[config.mk]
export PLATFORM = sky130hd
export DESIGN_NAME = spi_eeprom_transfer_sequencer
export DESIGN_NICKNAME = d
export VERILOG_FILES = /design/src/sv/spi_seq_pkg.sv /design/src/sv/spi_seq_front.sv /design/src/sv/spi_seq_fifo.sv /design/src/sv/spi_seq_back.sv /design/src/sv/spi_eeprom_transfer_sequencer.sv
export SDC_FILE = /design/constraint.sdc
export NUM_CORES = 1
export LEC_CHECK = 0
export ABC_AREA = 1
export BUFFER_PORTS_ARGS = -buffer_cell sky130_fd_sc_hd__clkbuf_2
export CORE_MARGIN = 3
export CORE_UTILIZATION = 30
export DETAILED_ROUTE_END_ITERATION = 8
export PLACE_DENSITY = 0.52
export SYNTH_ARGS = -nofsm -noshare
export SYNTH_HDL_FRONTEND = slang
export SYNTH_SLANG_ARGS = --single-unit
[constraint.sdc]
create_clock -name clk -period 6.35 [get_ports clk]
set_input_delay 0.3175 -clock clk [delete_from_list [all_inputs] [get_ports clk]]
set_output_delay 0.3175 -clock clk [all_outputs]
set_load 0.05 [all_outputs]
[src/sv/spi_seq_pkg.sv]
// Package for the SPI EEPROM transfer sequencer: payload structs, action codes,
// device tables and the job descriptor passed between front and back.
// No dependencies.
`timescale 1ns / 1ps
`default_nettype none

package spi_seq_pkg;

	localparam int ADDR_BITS  = 17;
	localparam int SIZE_W     = ADDR_BITS + 1;
	localparam int QDEPTH     = 4;
	localparam int QPTR_W     = $clog2(QDEPTH);
	localparam int NSTEPS     = 11;

	localparam logic [2:0] ACT_SELECT   = 3'd0;
	localparam logic [2:0] ACT_DESELECT = 3'd1;
	localparam logic [2:0] ACT_SEND     = 3'd2;
	localparam logic [2:0] ACT_CAPTURE  = 3'd3;
	localparam logic [2:0] ACT_WAIT     = 3'd4;

	localparam logic [7:0] CMD_READ   = 8'h03;
	localparam logic [7:0] CMD_WRITE  = 8'h02;
	localparam logic [7:0] CMD_WREN   = 8'h06;
	localparam logic [7:0] DUMMY_BYTE = 8'hAA;

	// address formats
	localparam logic [1:0] FMT_ONE   = 2'd0;
	localparam logic [1:0] FMT_NINTH = 2'd1;
	localparam logic [1:0] FMT_TWO   = 2'd2;
	localparam logic [1:0] FMT_THREE = 2'd3;

	typedef struct packed {
		logic                 kind;
		logic [ADDR_BITS-1:0] address;
		logic [7:0]           write_byte;
		logic                 last_of_request;
	} item_t;

	typedef struct packed {
		logic [2:0] action;
		logic [7:0] spi_byte;
		logic       last_action;
	} result_t;

	// One classified item: which groups of actions the back end plays out.
	typedef struct packed {
		logic                 is_read;
		logic [1:0]           fmt;
		logic                 do_open;
		logic                 do_data;
		logic                 do_close;
		logic [ADDR_BITS-1:0] addr;
		logic [7:0]           data;
	} job_t;

	function automatic logic [3:0] type_index(input logic [3:0] t);
		return (t > 4'd9) ? 4'd9 : t;
	endfunction

	function automatic logic [SIZE_W-1:0] dev_size(input logic [3:0] t);
		return SIZE_W'(256) << t;
	endfunction

	function automatic logic [8:0] page_mask(input logic [3:0] t);
		logic [8:0] m;
		case (t)
			4'd0, 4'd1, 4'd2, 4'd3: m = 9'd15;
			4'd4, 4'd5:             m = 9'd31;
			4'd6, 4'd7:             m = 9'd63;
			4'd8:                   m = 9'd127;
			default:                m = 9'd255;
		endcase
		return m;
	endfunction

	function automatic logic [1:0] addr_fmt(input logic [3:0] t);
		logic [1:0] f;
		case (t)
			4'd0:    f = FMT_ONE;
			4'd1:    f = FMT_NINTH;
			4'd9:    f = FMT_THREE;
			default: f = FMT_TWO;
		endcase
		return f;
	endfunction

endpackage

`default_nettype wire

[src/sv/spi_seq_front.sv]
// Front end: accepts input beats, tracks request state and the device type
// register, and turns each item into a job for the back end.
// Depends on spi_seq_pkg.
`timescale 1ns / 1ps
`default_nettype none

module spi_seq_front import spi_seq_pkg::*; (
	input  wire logic  clk,
	input  wire logic  arst_n,
	input  wire logic  accept,
	input  wire item_t item,
	input  wire logic  cfg_we,
	input  wire logic [3:0] cfg_data,
	output logic       job_push,
	output job_t       job
);

	logic                 in_req_q, open_q, drop_q, read_q;
	logic [ADDR_BITS-1:0] next_q;
	logic [3:0]           dev_q;

	logic                 start, rd, opn, drp, last;
	logic [ADDR_BITS-1:0] addr;
	logic [3:0]           t;
	logic [SIZE_W-1:0]    density, following;
	logic                 beyond, close_now;
	logic                 open_n, drop_n, in_req_n;
	logic [ADDR_BITS-1:0] next_n;
	logic                 pre_close, do_open, do_data;

	always_comb begin
		t        = type_index(dev_q);
		density  = dev_size(t);
		start    = !in_req_q;
		last     = item.last_of_request;
		rd       = start ? item.kind : read_q;
		addr     = start ? item.address : next_q;
		opn      = start ? 1'b0 : open_q;
		beyond   = SIZE_W'(addr) >= density;
		drp      = start ? beyond : drop_q;
		following = SIZE_W'(addr) + SIZE_W'(1);

		pre_close = 1'b0;
		do_open   = 1'b0;
		do_data   = 1'b0;
		close_now = 1'b0;
		open_n    = opn;
		drop_n    = drp;
		next_n    = addr;
		if (!drp) begin
			if (beyond) begin
				// device shrank under a running request: close and drop the rest
				pre_close = opn;
				open_n    = 1'b0;
				drop_n    = 1'b1;
			end else begin
				do_open   = !opn;
				do_data   = 1'b1;
				close_now = (following >= density) || last ||
					(!rd && ((following[8:0] & page_mask(t)) == 9'd0));
				drop_n    = following >= density;
				open_n    = !close_now;
				next_n    = following[ADDR_BITS-1:0];
			end
		end
		in_req_n = 1'b1;
		if (last) begin
			in_req_n = 1'b0;
			drop_n   = 1'b0;
		end

		job.is_read  = rd;
		job.fmt      = addr_fmt(t);
		job.do_open  = do_open;
		job.do_data  = do_data;
		job.do_close = pre_close || close_now;
		job.addr     = addr;
		job.data     = item.write_byte;
		job_push     = accept && (pre_close || do_data);
	end

	always_ff @(posedge clk or negedge arst_n) begin
		if (!arst_n) begin
			in_req_q <= 1'b0;
			open_q   <= 1'b0;
			drop_q   <= 1'b0;
			read_q   <= 1'b0;
			next_q   <= '0;
			dev_q    <= 4'd0;
		end else begin
			if (cfg_we) begin
				dev_q <= cfg_data;
			end
			if (accept) begin
				in_req_q <= in_req_n;
				open_q   <= open_n;
				drop_q   <= drop_n;
				read_q   <= rd;
				next_q   <= next_n;
			end
		end
	end

`ifndef SYNTHESIS
	// an open transfer or a drop only lives inside a request
	a_state_in_req: assert property (@(posedge clk) disable iff (!arst_n)
		(open_q || drop_q) |-> in_req_q)
		else $error("transfer open or dropping outside a request");
`endif

endmodule

`default_nettype wire

[src/sv/spi_seq_fifo.sv]
// Short job queue between front and back end, flop based.
// Depends on spi_seq_pkg.
`timescale 1ns / 1ps
`default_nettype none

module spi_seq_fifo import spi_seq_pkg::*; (
	input  wire logic clk,
	input  wire logic arst_n,
	input  wire logic wr,
	input  wire job_t wdata,
	input  wire logic rd,
	output job_t      rdata,
	output logic      full,
	output logic      empty
);

	job_t              mem_q [QDEPTH];
	logic [QPTR_W-1:0] wp_q, rp_q;
	logic [QPTR_W:0]   cnt_q;
	logic              do_wr, do_rd;

	assign full  = cnt_q == (QPTR_W+1)'(QDEPTH);
	assign empty = cnt_q == '0;
	assign do_wr = wr && !full;
	assign do_rd = rd && !empty;
	assign rdata = mem_q[rp_q];

	always_ff @(posedge clk) begin
		if (do_wr) begin
			mem_q[wp_q] <= wdata;
		end
	end

	always_ff @(posedge clk or negedge arst_n) begin
		if (!arst_n) begin
			wp_q  <= '0;
			rp_q  <= '0;
			cnt_q <= '0;
		end else begin
			if (do_wr) begin
				wp_q <= wp_q + QPTR_W'(1);
			end
			if (do_rd) begin
				rp_q <= rp_q + QPTR_W'(1);
			end
			cnt_q <= cnt_q + (QPTR_W+1)'(do_wr) - (QPTR_W+1)'(do_rd);
		end
	end

`ifndef SYNTHESIS
	a_cnt_range: assert property (@(posedge clk) disable iff (!arst_n)
		cnt_q <= (QPTR_W+1)'(QDEPTH))
		else $error("job queue count out of range");
`endif

endmodule

`default_nettype wire

[src/sv/spi_seq_back.sv]
// Back end: plays a job out as SPI actions, one result beat per cycle while pop is high.
// Depends on spi_seq_pkg.
`timescale 1ns / 1ps
`default_nettype none

module spi_seq_back import spi_seq_pkg::*; (
	input  wire logic clk,
	input  wire logic arst_n,
	input  wire job_t job_in,
	input  wire logic job_avail,
	output logic      job_take,
	input  wire logic pop,
	output logic      empty,
	output result_t   result
);

	localparam int ST_WSEL  = 0;
	localparam int ST_WREN  = 1;
	localparam int ST_WDES  = 2;
	localparam int ST_SEL   = 3;
	localparam int ST_CMD   = 4;
	localparam int ST_A2    = 5;
	localparam int ST_A1    = 6;
	localparam int ST_A0    = 7;
	localparam int ST_DATA  = 8;
	localparam int ST_DES   = 9;
	localparam int ST_WAIT  = 10;

	job_t              job_q;
	logic [NSTEPS-1:0] mask_q;
	logic [NSTEPS-1:0] cur, rest, load_mask;
	logic [23:0]       ax;
	logic [7:0]        cmd;
	logic              busy, fin;

	function automatic logic [NSTEPS-1:0] steps_of(input job_t j);
		logic [NSTEPS-1:0] m;
		m          = '0;
		m[ST_WSEL] = j.do_open && !j.is_read;
		m[ST_WREN] = j.do_open && !j.is_read;
		m[ST_WDES] = j.do_open && !j.is_read;
		m[ST_SEL]  = j.do_open;
		m[ST_CMD]  = j.do_open;
		m[ST_A2]   = j.do_open && (j.fmt == FMT_THREE);
		m[ST_A1]   = j.do_open && (j.fmt == FMT_TWO || j.fmt == FMT_THREE);
		m[ST_A0]   = j.do_open;
		m[ST_DATA] = j.do_data;
		m[ST_DES]  = j.do_close;
		m[ST_WAIT] = j.do_close && !j.is_read;
		return m;
	endfunction

	always_comb begin
		busy      = |mask_q;
		cur       = mask_q & (~mask_q + NSTEPS'(1));
		rest      = mask_q & ~cur;
		fin       = rest == '0;
		load_mask = steps_of(job_in);
		job_take  = job_avail && (!busy || (pop && fin));
		empty     = !busy;

		ax  = 24'(job_q.addr);
		cmd = job_q.is_read ? CMD_READ : CMD_WRITE;
		if (job_q.fmt == FMT_NINTH) begin
			cmd = cmd | {4'd0, ax[8], 3'd0};
		end

		result.action      = ACT_SEND;
		result.spi_byte    = 8'd0;
		result.last_action = fin;
		case (1'b1)
			cur[ST_WSEL], cur[ST_SEL]: result.action = ACT_SELECT;
			cur[ST_WREN]:              result.spi_byte = CMD_WREN;
			cur[ST_WDES], cur[ST_DES]: result.action = ACT_DESELECT;
			cur[ST_CMD]:               result.spi_byte = cmd;
			cur[ST_A2]:                result.spi_byte = ax[23:16];
			cur[ST_A1]:                result.spi_byte = ax[15:8];
			cur[ST_A0]:                result.spi_byte = ax[7:0];
			cur[ST_DATA]: begin
				result.action   = job_q.is_read ? ACT_CAPTURE : ACT_SEND;
				result.spi_byte = job_q.is_read ? DUMMY_BYTE : job_q.data;
			end
			cur[ST_WAIT]:              result.action = ACT_WAIT;
			default:                   result.action = ACT_SEND;
		endcase
	end

	always_ff @(posedge clk) begin
		if (job_take) begin
			job_q <= job_in;
		end
	end

	always_ff @(posedge clk or negedge arst_n) begin
		if (!arst_n) begin
			mask_q <= '0;
		end else if (job_take) begin
			mask_q <= load_mask;
		end else if (pop && busy) begin
			mask_q <= rest;
		end
	end

`ifndef SYNTHESIS
	// a popped beat that is not the last of its item leaves more to show
	a_more_follow: assert property (@(posedge clk) disable iff (!arst_n)
		(!empty && pop && !result.last_action) |=> !empty)
		else $error("actions of an item lost");
	// select for the data transfer always comes with its command
	a_sel_cmd: assert property (@(posedge clk) disable iff (!arst_n)
		mask_q[ST_SEL] |-> (mask_q[ST_CMD] && mask_q[ST_A0]))
		else $error("select without command");
	// write enable goes out as a whole transfer
	a_wren_group: assert property (@(posedge clk) disable iff (!arst_n)
		mask_q[ST_WSEL] |-> (mask_q[ST_WREN] && mask_q[ST_WDES]))
		else $error("broken write enable transfer");
`endif

endmodule

`default_nettype wire

[src/sv/spi_eeprom_transfer_sequencer.sv]
// SPI EEPROM transfer sequencer: top level.
// Turns request bytes into select, deselect, send, capture and wait actions.
// Input channel: push/full with one item struct per beat. An item is taken
// whenever the job queue has room; the front end classifies one item a cycle.
// Result channel: empty/pop. The oldest action sits on result while empty is
// low; pop takes it. Each item yields 0 to 11 actions; last_action marks the
// final one of an item, and items with no actions leave nothing on the port.
// Configuration: cfg_valid/cfg_ready carry device_type, always ready; write
// only while the block is idle.
// Timing: an accepted item is registered in the job queue, then loaded into
// the back end's step mask when the back end is idle; its first action shows
// from that mask and can be popped while shown. Rate: the back end shows one
// action per cycle while pop is high, so an item takes as many pops as it has
// actions (one for a plain data byte, up to eleven when a write page opens and
// closes); the front end keeps taking items into the four-entry job queue meanwhile.
// When the receiver stalls the current action holds and the queue fills, then
// full rises. Reset empties the queue, drops any request in flight and sets
// device_type to zero.
// Depends on spi_seq_pkg, spi_seq_front, spi_seq_fifo, spi_seq_back.
`timescale 1ns / 1ps
`default_nettype none

module spi_eeprom_transfer_sequencer import spi_seq_pkg::*; (
	input  wire logic       clk,
	input  wire logic       arst_n,
	input  wire logic       push,
	output logic            full,
	input  wire item_t      item,
	output logic            empty,
	input  wire logic       pop,
	output result_t         result,
	input  wire logic       cfg_valid,
	output logic            cfg_ready,
	input  wire logic [3:0] cfg_data
);

	job_t fr_job, q_job;
	logic fr_push, q_empty, q_full, bk_take, accept;

	assign cfg_ready = 1'b1;
	assign full      = q_full;
	assign accept    = push && !q_full;

	spi_seq_front u_front (
		.clk      (clk),
		.arst_n   (arst_n),
		.accept   (accept),
		.item     (item),
		.cfg_we   (cfg_valid && cfg_ready),
		.cfg_data (cfg_data),
		.job_push (fr_push),
		.job      (fr_job)
	);

	spi_seq_fifo u_fifo (
		.clk    (clk),
		.arst_n (arst_n),
		.wr     (fr_push),
		.wdata  (fr_job),
		.rd     (bk_take),
		.rdata  (q_job),
		.full   (q_full),
		.empty  (q_empty)
	);

	spi_seq_back u_back (
		.clk       (clk),
		.arst_n    (arst_n),
		.job_in    (q_job),
		.job_avail (!q_empty),
		.job_take  (bk_take),
		.pop       (pop),
		.empty     (empty),
		.result    (result)
	);

endmodule

`default_nettype wire

==> results.json, run 1 <==
{
  "slowest_stage": "dfrtp_1",
  "seq_area_frac_synth_pct": 60.04,
  "holdBufCountCts": 0,
  "wl_per_cell_um": 15.83,
  "post-route-period-util_pct": 57.22,
  "max-vdd-ir-drop_mv": 0.1931,
  "critPathMostFrequentCell": "nand2_1",
  "grt_pass1_vias": 6304,
  "rsz0062_at_grt": "no",
  "p_leak_nw": 4.380,
  "synth_nets": 1008,
  "maxSlewHeadroom_pct": 40.51,
  "cts_buffers": 17,
  "fmax_mhz": 275.2,
  "antenna_found_initial": 0,
  "finalHoldViolations": 43,
  "synthCells": 943,
  "tightest_slew_ns": 0.8830,
  "clock-sinks": 195,
  "critPathMaxStageDelay_ns": 0.39,
  "end_kind": "flop",
  "die_w_um": 183.0,
  "cp.required_ns": 6.67,
  "final_common_cell": "nand2_1",
  "path_cells": "inv_2 -> or2_2 -> o21a_1 -> ha_1 -> nand2_1 -> inv_1 -> nand3_1 -> nand3_1 -> nand2_1 -> nand2_1 -> nand2_1 -> nand2_2 -> nand2_1 -> nand2_1 -> inv_1 -> ha_1 -> inv_1 -> fa_1 -> xnor2_1",
  "outcome": "finished with violations",
  "final.min_clock_period_ns": 3.633,
  "critical_path_class": "reg2reg",
  "critPathMaxFanout": 27,
  "ys_seq_elements": 195,
  "pin_count": 51,
  "area_growth_pct": 13.97,
  "clock-root-buffer": "clkbuf_16",
  "synth.cell_area_um2": 9394,
  "crit_path_start_kind": "flop",
  "die_y_um": 183.0,
  "holdCritPathClass": "in2async",
  "finalSetupTns_ns": 0,
  "core_area_um2": 30750,
  "clock_latency_ns": 0.44,
  "port_buffers": 49,
  "maxCapViolations": 0,
  "clock_skew_ns": 0.01270,
  "dp_hpwl_um": 14620,
  "final_cell_mix": "nand2_1 (197), edfxtp_1 (152), inv_1 (100)",
  "violations": "negative hold slack",
  "grt_remaining_overflow": 0,
  "whs_ns": -0.01863,
  "vias_per_cell": 4.672,
  "setup_viol": 0,
  "total_power_mw": 4.017,
  "synth.avg_cell_area_um2": 9.962,
  "cts_resized": 0,
  "drt_pass1_iterations": 5,
  "grt.total_usage_pct": 13.62,
  "clockBufferDepth": 2,
  "drt_iter0_drc": 406,
  "grt_max_degree": 65,
  "n_antenna_cell": 0,
  "ys_types": 48,
  "postCtsSetupRepairBufs": 0,
  "grt_pass1_wl_um": 35210,
  "power-per-cell-area_nw_per_um2": 375.2,
  "drtAntennaViolNets": 0,
  "vias": 6536,
  "dieArea_um2": 33470,
  "ys.warnings.count": 0,
  "critPathArrivalTime_ns": 3.95,
  "drv_slew": 0,
  "nNetsFinal": 1055,
  "cts-htree-levels": 4,
  "initial_utilization_pct": 30.55,
  "layout-drive-gt1-share_pct": 14.46,
  "gp_congestion": 0.8322,
  "drc_errors": 0,
  "clkTransAtPathRegs_ns": 0.07,
  "cts_tree": "yes",
  "row_count": 64,
  "totalWireLength_um": 22140
}
-- stage by stage --
step | util [%] | setup slack [ns] | area [um2] | std cells
2_1_floorplan | - | 2.594 | 9394 | 943
3_3_place_gp | 32.78 | 2.788 | 10080 | 1367
3_5_place_dp | 32.78 | 2.730 | 10080 | 1367
4_1_cts | 34.82 | 2.707 | 10710 | 1399
5_1_grt | 34.82 | 2.332 | 10710 | 1399
6_report | 34.82 | 2.717 | 10710 | 1399
-- critical path, delay by kind of cell (launching register included) --
kind	cells	cell delay, ns
flops	1	0.39
fa+ha+maj	3	0.82
simple gates	10	1.27
compound gates	1	0.28
xor+xnor	1	0.14
buf+inv	4	0.60
-- state kept, by name, summed over array words and instances (netlist names) --
signal	cells
u_fifo.mem_q	124
u_back.job_q	11
u_front.dev_q	4
u_front.in_req_q	1
u_front.next_q	17
u_fifo.rp_q	2
u_back.mask_q	11
u_front.open_q	1
u_fifo.wp_q	2
u_fifo.cnt_q	3
u_back.ax	17
u_front.read_q	1
u_front.drop_q	1
-- area by class of cell --
class                   count  area (um2)
repair buffers             62       342.8
fillers                  3112       20040
clock inverters            13       192.7
multi-input cells         606        3196
clock buffers              19       432.9
well taps                 396       495.5
inverters                 108       405.4
flip-flops and latches    195        5642
-- cells by family after synthesis --
| family | count (synthesis) | share of synthesized area, % |
|---|---|---|
| fa+ha+maj | 29 | 3.943 |
| simple gates | 380 | 17.74 |
| compound gates | 186 | 11.25 |
| flops | 195 | 60.04 |
| other cells | 1 | 0.03992 |
| buf+inv | 142 | 6.047 |
| xor+xnor | 10 | 0.9324 |
-- power by group --
part | internal, mW | switching [mW]
combinational | 0.313 | 0.781
clock | 0.637 | 0.509
sequential | 1.69 | 0.0835
total | 2.64 | 1.37
-- per-layer routing --
layer,global-route usage [%],wire [um]
met1,19.58,10900
met2,21.15,10000
met3,2.658,916
met4,3.687,325
met5,0,0
-- worst paths after layout --
kind,slack (ns),from,cells after the start,to
min in group clk,0.08,cfg_data[2],3,u_front.dev_q[2]
max in group asynchronous,5.92,arst_n,2,u_fifo.rp_q[0]
hold reg to reg,0.48,u_front.next_q[10],2,u_front.next_q[10]
setup reg to reg,2.72,u_front.in_req_q,19,u_fifo.cnt_q[2]
hold / removal,-0.02,arst_n,2,u_front.next_q[16]
setup / recovery,2.72,u_front.in_req_q,19,u_fifo.cnt_q[2]
-- cell usage after synthesis, drive strengths merged --
cell type | number | area [um2]
a21o | 1 | 7.510
nor3 | 6 | 46.30
clkbuf | 22 | 82.58
nand3b | 2 | 15.01
nor4 | 1 | 6.260
o21ai | 109 | 568.0
fa | 1 | 20.02
a211oi | 2 | 15.01
buf | 12 | 80.07
a32oi | 2 | 17.52
xor2 | 8 | 70.07
ha | 28 | 350.3
or2 | 3 | 18.77
nand3 | 42 | 237.7
nand4 | 4 | 25.02
o22a | 1 | 8.760
o22ai | 31 | 193.9
o211ai | 2 | 15.01
o2111ai | 1 | 8.760
nand2 | 212 | 843.3
dfrtp | 43 | 1076
inv | 106 | 397.9
a32o | 1 | 10.01
o21a | 2 | 15.01
clkinv | 2 | 7.510
a31oi | 2 | 12.51
conb | 1 | 3.750
and2 | 1 | 6.260
nor2 | 109 | 468.0
a22oi | 4 | 45.05
edfxtp | 152 | 4564
a21oi | 28 | 140.1
xnor2 | 2 | 17.52
(Power assumes the default switching activity.)
==> run 2: changes to the inputs <==
Clock period 6.35 ns to 3.7 ns, I/O delays scaled along.
==> results.json, run 2 (synthesis gave the netlist of run 1 again) <==
{
  "outcome": "finished clean",
  "grt_remaining_overflow": 0,
  "clock-root-buffer": "clkbuf_16",
  "antenna_found_initial": 0,
  "clock_latency_ns": 0.44,
  "crit_path_start_kind": "flop",
  "grt_pass1_wl_um": 35560,
  "cts_tree": "yes",
  "power-per-cell-area_nw_per_um2": 647.5,
  "dieArea_um2": 33470,
  "port_buffers": 49,
  "drc_errors": 0,
  "critPathMaxStageDelay_ns": 0.39,
  "p_leak_nw": 4.504,
  "nNetsFinal": 1075,
  "vias": 6698,
  "grt_pass1_vias": 6487,
  "cts-htree-levels": 4,
  "clkTransAtPathRegs_ns": 0.08,
  "row_count": 64,
  "drt_pass1_iterations": 5,
  "fin_util_pct": 35.78,
  "final_common_cell": "nand2_1",
  "fmax_mhz": 304.2,
  "tightest_slew_ns": 0.8505,
  "dp_hpwl_um": 14890,
  "final_cell_mix": "nand2_1 (197), edfxtp_1 (152), inv_1 (100)",
  "grt.total_usage_pct": 13.63,
  "critPathMaxFanout": 20,
  "initial_utilization_pct": 30.55,
  "finalHoldViolations": 0,
  "max-vdd-ir-drop_mv": 0.3530,
  "totalWireLength_um": 22390,
  "gp_congestion": 0.8672,
  "critPathMostFrequentCell": "nand2_1",
  "met1_usage_pct": 19.70,
  "rsz0062_at_grt": "no",
  "path_cells": "buf_4 -> nand2_1 -> nand2_2 -> ha_1 -> nand3_1 -> nor2_2 -> nand2_2 -> nor2_4 -> xor2_1 -> inv_2 -> ha_1 -> nand2_1 -> inv_1 -> nand2_1 -> nand3_1 -> nand2_1 -> nand2_1 -> nand2_1 -> nand2_1 -> nand2_1 -> nand2_1 -> o21ai_1 -> nand2_1",
  "clock-sinks": 195,
  "drv_slew": 0,
  "rrSetupSlack_ns": 0.41,
  "slowest_stage": "dfrtp_1",
  "grt_max_degree": 64,
  "core_area_um2": 30750,
  "post-route-period-util_pct": 88.85,
  "final.min_clock_period_ns": 3.288,
  "largest_reg_flops": 124,
  "layout-drive-gt1-share_pct": 15.15,
  "clock_skew_ns": 0.02097,
  "end_kind": "flop",
  "critical_path_class": "reg2reg",
  "n_fill_cell": 3133,
  "maxCapViolations": 0,
  "maxSlewHeadroom_pct": 42.95,
  "grt_use_met2_pct": 21.38,
  "grt_busiest_layer": "met2",
  "setup_viol": 0,
  "die_y_um": 183.0,
  "met3_usage_pct": 2.757,
  "holdCritPathClass": "in2reg",
  "critPathArrivalTime_ns": 3.45,
  "n_antenna_cell": 0,
  "regMostFlops": "u_fifo.mem_q",
  "critical_path.top_delay_family": "simple AND/OR/NAND/NOR gates",
  "drtAntennaViolNets": 0,
  "path_buf_inv": 3,
  "finalSetupTns_ns": 0,
  "die_w_um": 183.0,
  "cts_buffers": 17,
  "vias_per_cell": 4.720,
  "whs_ns": 0.04378,
  "dp_cells": 1374,
  "wl_per_cell_um": 15.78,
  "cp.required_ns": 3.86,
  "drt_iter0_drc": 513,
  "clockBufferDepth": 2,
  "area_growth_pct": 17.12,
  "pin_count": 51,
  "final_cells": 1419
}
run 2: worst paths after layout:
path,depth (start not counted),to,from
min in group asynchronous,3,u_front.next_q[11],arst_n
hold / removal,2,u_front.dev_q[1],cfg_valid
setup / recovery,23,u_fifo.mem_q[3][25],u_front.in_req_q
hold reg to reg,2,u_front.next_q[8],u_front.next_q[8]
max in group asynchronous,3,u_fifo.rp_q[0],arst_n
setup reg to reg,23,u_fifo.mem_q[3][25],u_front.in_req_q
run 2: timing repair:
action,4_1_cts,5_1_grt
buffers inserted,0,0
endpoints found under the setup margin,0,5
resized for setup,0,2
endpoints found under the hold margin,79,0
hold buffers,13,0
run 2: layout make-up:
class,instances,area [um2],area share (%)
clock buffers,17,425.4,3.867
multi-input cells,606,3196,29.05
clock inverters,15,260.3,2.366
inverters,108,407.9,3.707
well taps,396,495.5,4.504
flip-flops and latches,195,5642,51.28
repair buffers,82,575.6,5.231
run 2: power breakdown:
| group | switching (mW) | total [mW] | internal, mW |
|---|---|---|---|
| clock | 0.945 | 2.08 | 1.13 |
| combinational | 1.38 | 2.00 | 0.614 |
| sequential | 0.146 | 3.05 | 2.90 |
| total | 2.48 | 7.12 | 4.65 |
run 2: stage by stage:
stage               power [mW]  worst slack [ns]  area (um2)
floorplan                4.460          -0.05610        9394
global placement         5.073            0.4306       10180
detailed placement       5.086            0.3757       10180
CTS                      7.183            0.3414       11000
global route             7.594           0.02945       11000
finish                   7.123            0.4124       11000
run 2: metal layers:
layer / wire length [um] / vias up
met5: 0 / -
met4: 217 / 0
met3: 1045 / 15
met2: 10170 / 143
met1: 10950 / 3206
li1: - / 3334
==> run 3: changes to the inputs <==
Settings changed: SYNTH_HIERARCHICAL set to 1.
==> results.json, run 3 <==
{
  "fin_util_pct": 35.96,
  "grt_use_met2_pct": 21.05,
  "initial_utilization_pct": 30.79,
  "synthAdderAreaFrac_pct": 3.636,
  "r2r-start": "u_front/in_req_q",
  "grt.total_usage_pct": 13.47,
  "pin_count": 51,
  "synth-simple-area-share_pct": 21.52,
  "startpoint": "u_front/in_req_q",
  "met1_usage_pct": 19.13,
  "synth.avg_cell_area_um2": 9.347,
  "holdCritPathClass": "in2reg",
  "drc_errors": 0,
  "critPathMaxFanout": 17,
  "die_w_um": 187.1,
  "dp_cells": 1530,
  "synthFlopType": "edfxtp_1",
  "final.min_clock_period_ns": 3.408,
  "seqCellArea_um2": 5644,
  "p_leak_nw": 4.917,
  "clockBufferDepth": 2,
  "die_y_um": 187.1,
  "synthMuxAreaShare_pct": 0,
  "ys_async_sr_fraction_pct": 22.05,
  "grt_remaining_overflow": 0,
  "fmax_mhz": 293.4,
  "totalWireLength_um": 23080,
  "grt_max_degree": 51,
  "row_count": 65,
  "clock-sinks": 195,
  "drt_iter0_drc": 420,
  "yosysTopAreaCell": "edfxtp_1",
  "final_common_cell": "nand2_1",
  "dieArea_um2": 35020,
  "maxCapViolations": 0,
  "critical_path_class": "reg2reg",
  "final_cells": 1576,
  "vias_per_cell": 4.484,
  "gp_congestion": 0.8334,
  "synth.cell_area_um2": 9842,
  "clock_skew_ns": 0.01221,
  "ys_types": 41,
  "regMostFlops": "u_fifo/mem_q",
  "setup_viol": 0,
  "place_area_um2": 10700,
  "synthXorXnorAreaFrac_pct": 0.4450,
  "grt_pass1_vias": 6875,
  "n_fill_cell": 3254,
  "drtAntennaViolNets": 0,
  "synthCells": 1053,
  "synth-edff-count": 152,
  "synth_nets": 1117,
  "netlist_top_cells_area": "edfxtp_1 (46%), dfrtp_1 (11%), nand2_1 (10%), inv_1 (4.4%), nor2_1 (4.2%)",
  "nNetsFinal": 1192,
  "wl_per_cell_um": 14.64,
  "area_growth_pct": 16.79,
  "yosysTopAreaCellShare_pct": 46.38,
  "vias": 7066,
  "port_buffers": 49,
  "maxSlewHeadroom_pct": 40.48,
  "max-vdd-ir-drop_mv": 0.5545,
  "cts-htree-levels": 4,
  "clock-root-buffer": "clkbuf_16",
  "tightest_slew_ns": 0.8915,
  "crit_path_start_kind": "flop",
  "ys_seq_elements": 195,
  "clkTransAtPathRegs_ns": 0.08,
  "final_cell_mix": "nand2_1 (270), edfxtp_1 (152), inv_1 (115)",
  "end_kind": "flop",
  "synthTopCellsByCount": "nand2_1 (270), edfxtp_1 (152), inv_1 (115)",
  "largest_reg_flops": 124,
  "synth_top_family_by_area": "simple AND/OR/NAND/NOR gates",
  "power-per-cell-area_nw_per_um2": 817.2,
  "grt_busiest_layer": "met2",
  "multi_input_area_um2": 3458,
  "clock_latency_ns": 0.44,
  "finalHoldViolations": 0,
  "drv_slew": 0,
  "met3_usage_pct": 2.549,
  "layout-drive-gt1-share_pct": 17.44,
  "critPathArrivalTime_ns": 3.59,
  "cp.required_ns": 3.88,
  "synth_compound_area_share_pct": 8.975,
  "seq_area_frac_synth_pct": 57.31,
  "post-route-period-util_pct": 92.10,
  "synth_most_common_cell": "nand2_1",
  "outcome": "finished clean",
  "dp_hpwl_um": 15930,
  "drt_pass1_iterations": 5,
  "cts_tree": "yes",
  "n_antenna_cell": 0,
  "grt_pass1_wl_um": 37230,
  "cts_buffers": 17,
  "fin_area_um2": 11490,
  "ys.warnings.count": 6,
  "hold_start": "cfg_valid",
  "antenna_found_initial": 0,
  "core_area_um2": 31960
}
-- run 3: changes by cell type after synthesis, moves of 12 or more --
cell,before,now
inv_1,100,115
buf_4,3,17
o22ai_1,31,2
o21ai_0,94,65
clkbuf_1,22,10
o21ai_1,9,53
nand2_1,197,270
-- run 3: worst paths after layout --
path,to,slack (ns),cells past startpoint
max in group asynchronous,u_fifo/rp_q[0],2.81,3
worst max register to register,u_fifo/mem_q[2][25],0.29,24
worst min register to register,u_front/next_q[16],0.49,2
min in group asynchronous,u_front/next_q[9],0.41,3
worst max-delay path,u_fifo/mem_q[2][25],0.29,24
worst min-delay path,u_front/dev_q[0],0.05,2
-- run 3: repair_timing --
item | 4_1_cts | 5_1_grt
buffers inserted | 0 | 1
hold endpoints to repair | 79 | 0
hold buffers | 13 | 0
gates resized for setup | 0 | 9
endpoints found under the setup margin | 0 | 25
-- run 3: per-stage QoR --
stage	total power [mW]	TNS (ns)	worst slack (ns)	hold WS [ns]
6_report	9.394	0	0.2922	0.05102
5_1_grt	10.14	-0.02378	-0.02378	0.08504
4_1_cts	9.465	0	0.08155	0.03429
3_5_place_dp	7.447	0	0.1082	0.3544
3_3_place_gp	7.419	0	0.1835	0.3540
2_1_floorplan	6.304	-58.13	-0.4688	-0.1106
-- run 3: layer usage --
metal	vias up	part of all wire [%]
met5	-	0
met4	0	1.1
met3	20	4.5
met2	145	46
met1	3308	49
li1	3593	-
-- run 3: power breakdown --
part	total [mW]	switching, mW	leakage, nW	internal (mW)
clock network	1.99	0.892	0.305	1.10
logic	3.99	2.81	2.71	1.18
registers	3.41	0.300	1.91	3.11
-- run 3: worst max-delay path, cell delays in order (launching register included) --
cell and delay (ns):
dfrtp_2 0.45, buf_12 0.17, nand2_1 0.08, o21ai_2 0.09, inv_1 0.10, ha_1 0.17
inv_1 0.08, nor2_4 0.14, nand2_1 0.11, nor2_4 0.15, nand2_4 0.09, o21ai_1 0.12
o21ai_1 0.07, inv_1 0.09, ha_1 0.23, nand2_1 0.07, o21ai_0 0.12, o21bai_1 0.15
nand3_1 0.15, nand2_1 0.09, nand2_1 0.06, nor2_1 0.08, nand3_1 0.08, nand2_1 0.09
inv_1 0.09
-- run 3: layout make-up --
type                            instances  area share (%)
Clock buffer                           17           3.701
Multi-Input combinational cell        683           30.09
Timing Repair Buffer                  100           6.291
Inverter                              131           4.289
Sequential cell                       195           49.10
Tap cell                              435           4.735
Clock inverter                         15           1.796
-- run 3: cell families (layout without fill, tap and decap cells) --
kind of cell             after synthesis  after routing
other                                  1              1
AO/OA/AOI/OAI                        160            160
flip-flops                           195            195
buffers and inverters                175            263
AND/OR/NAND/NOR                      489            489
XOR/XNOR                               5              5
adder cells (fa/ha/maj)               28             28
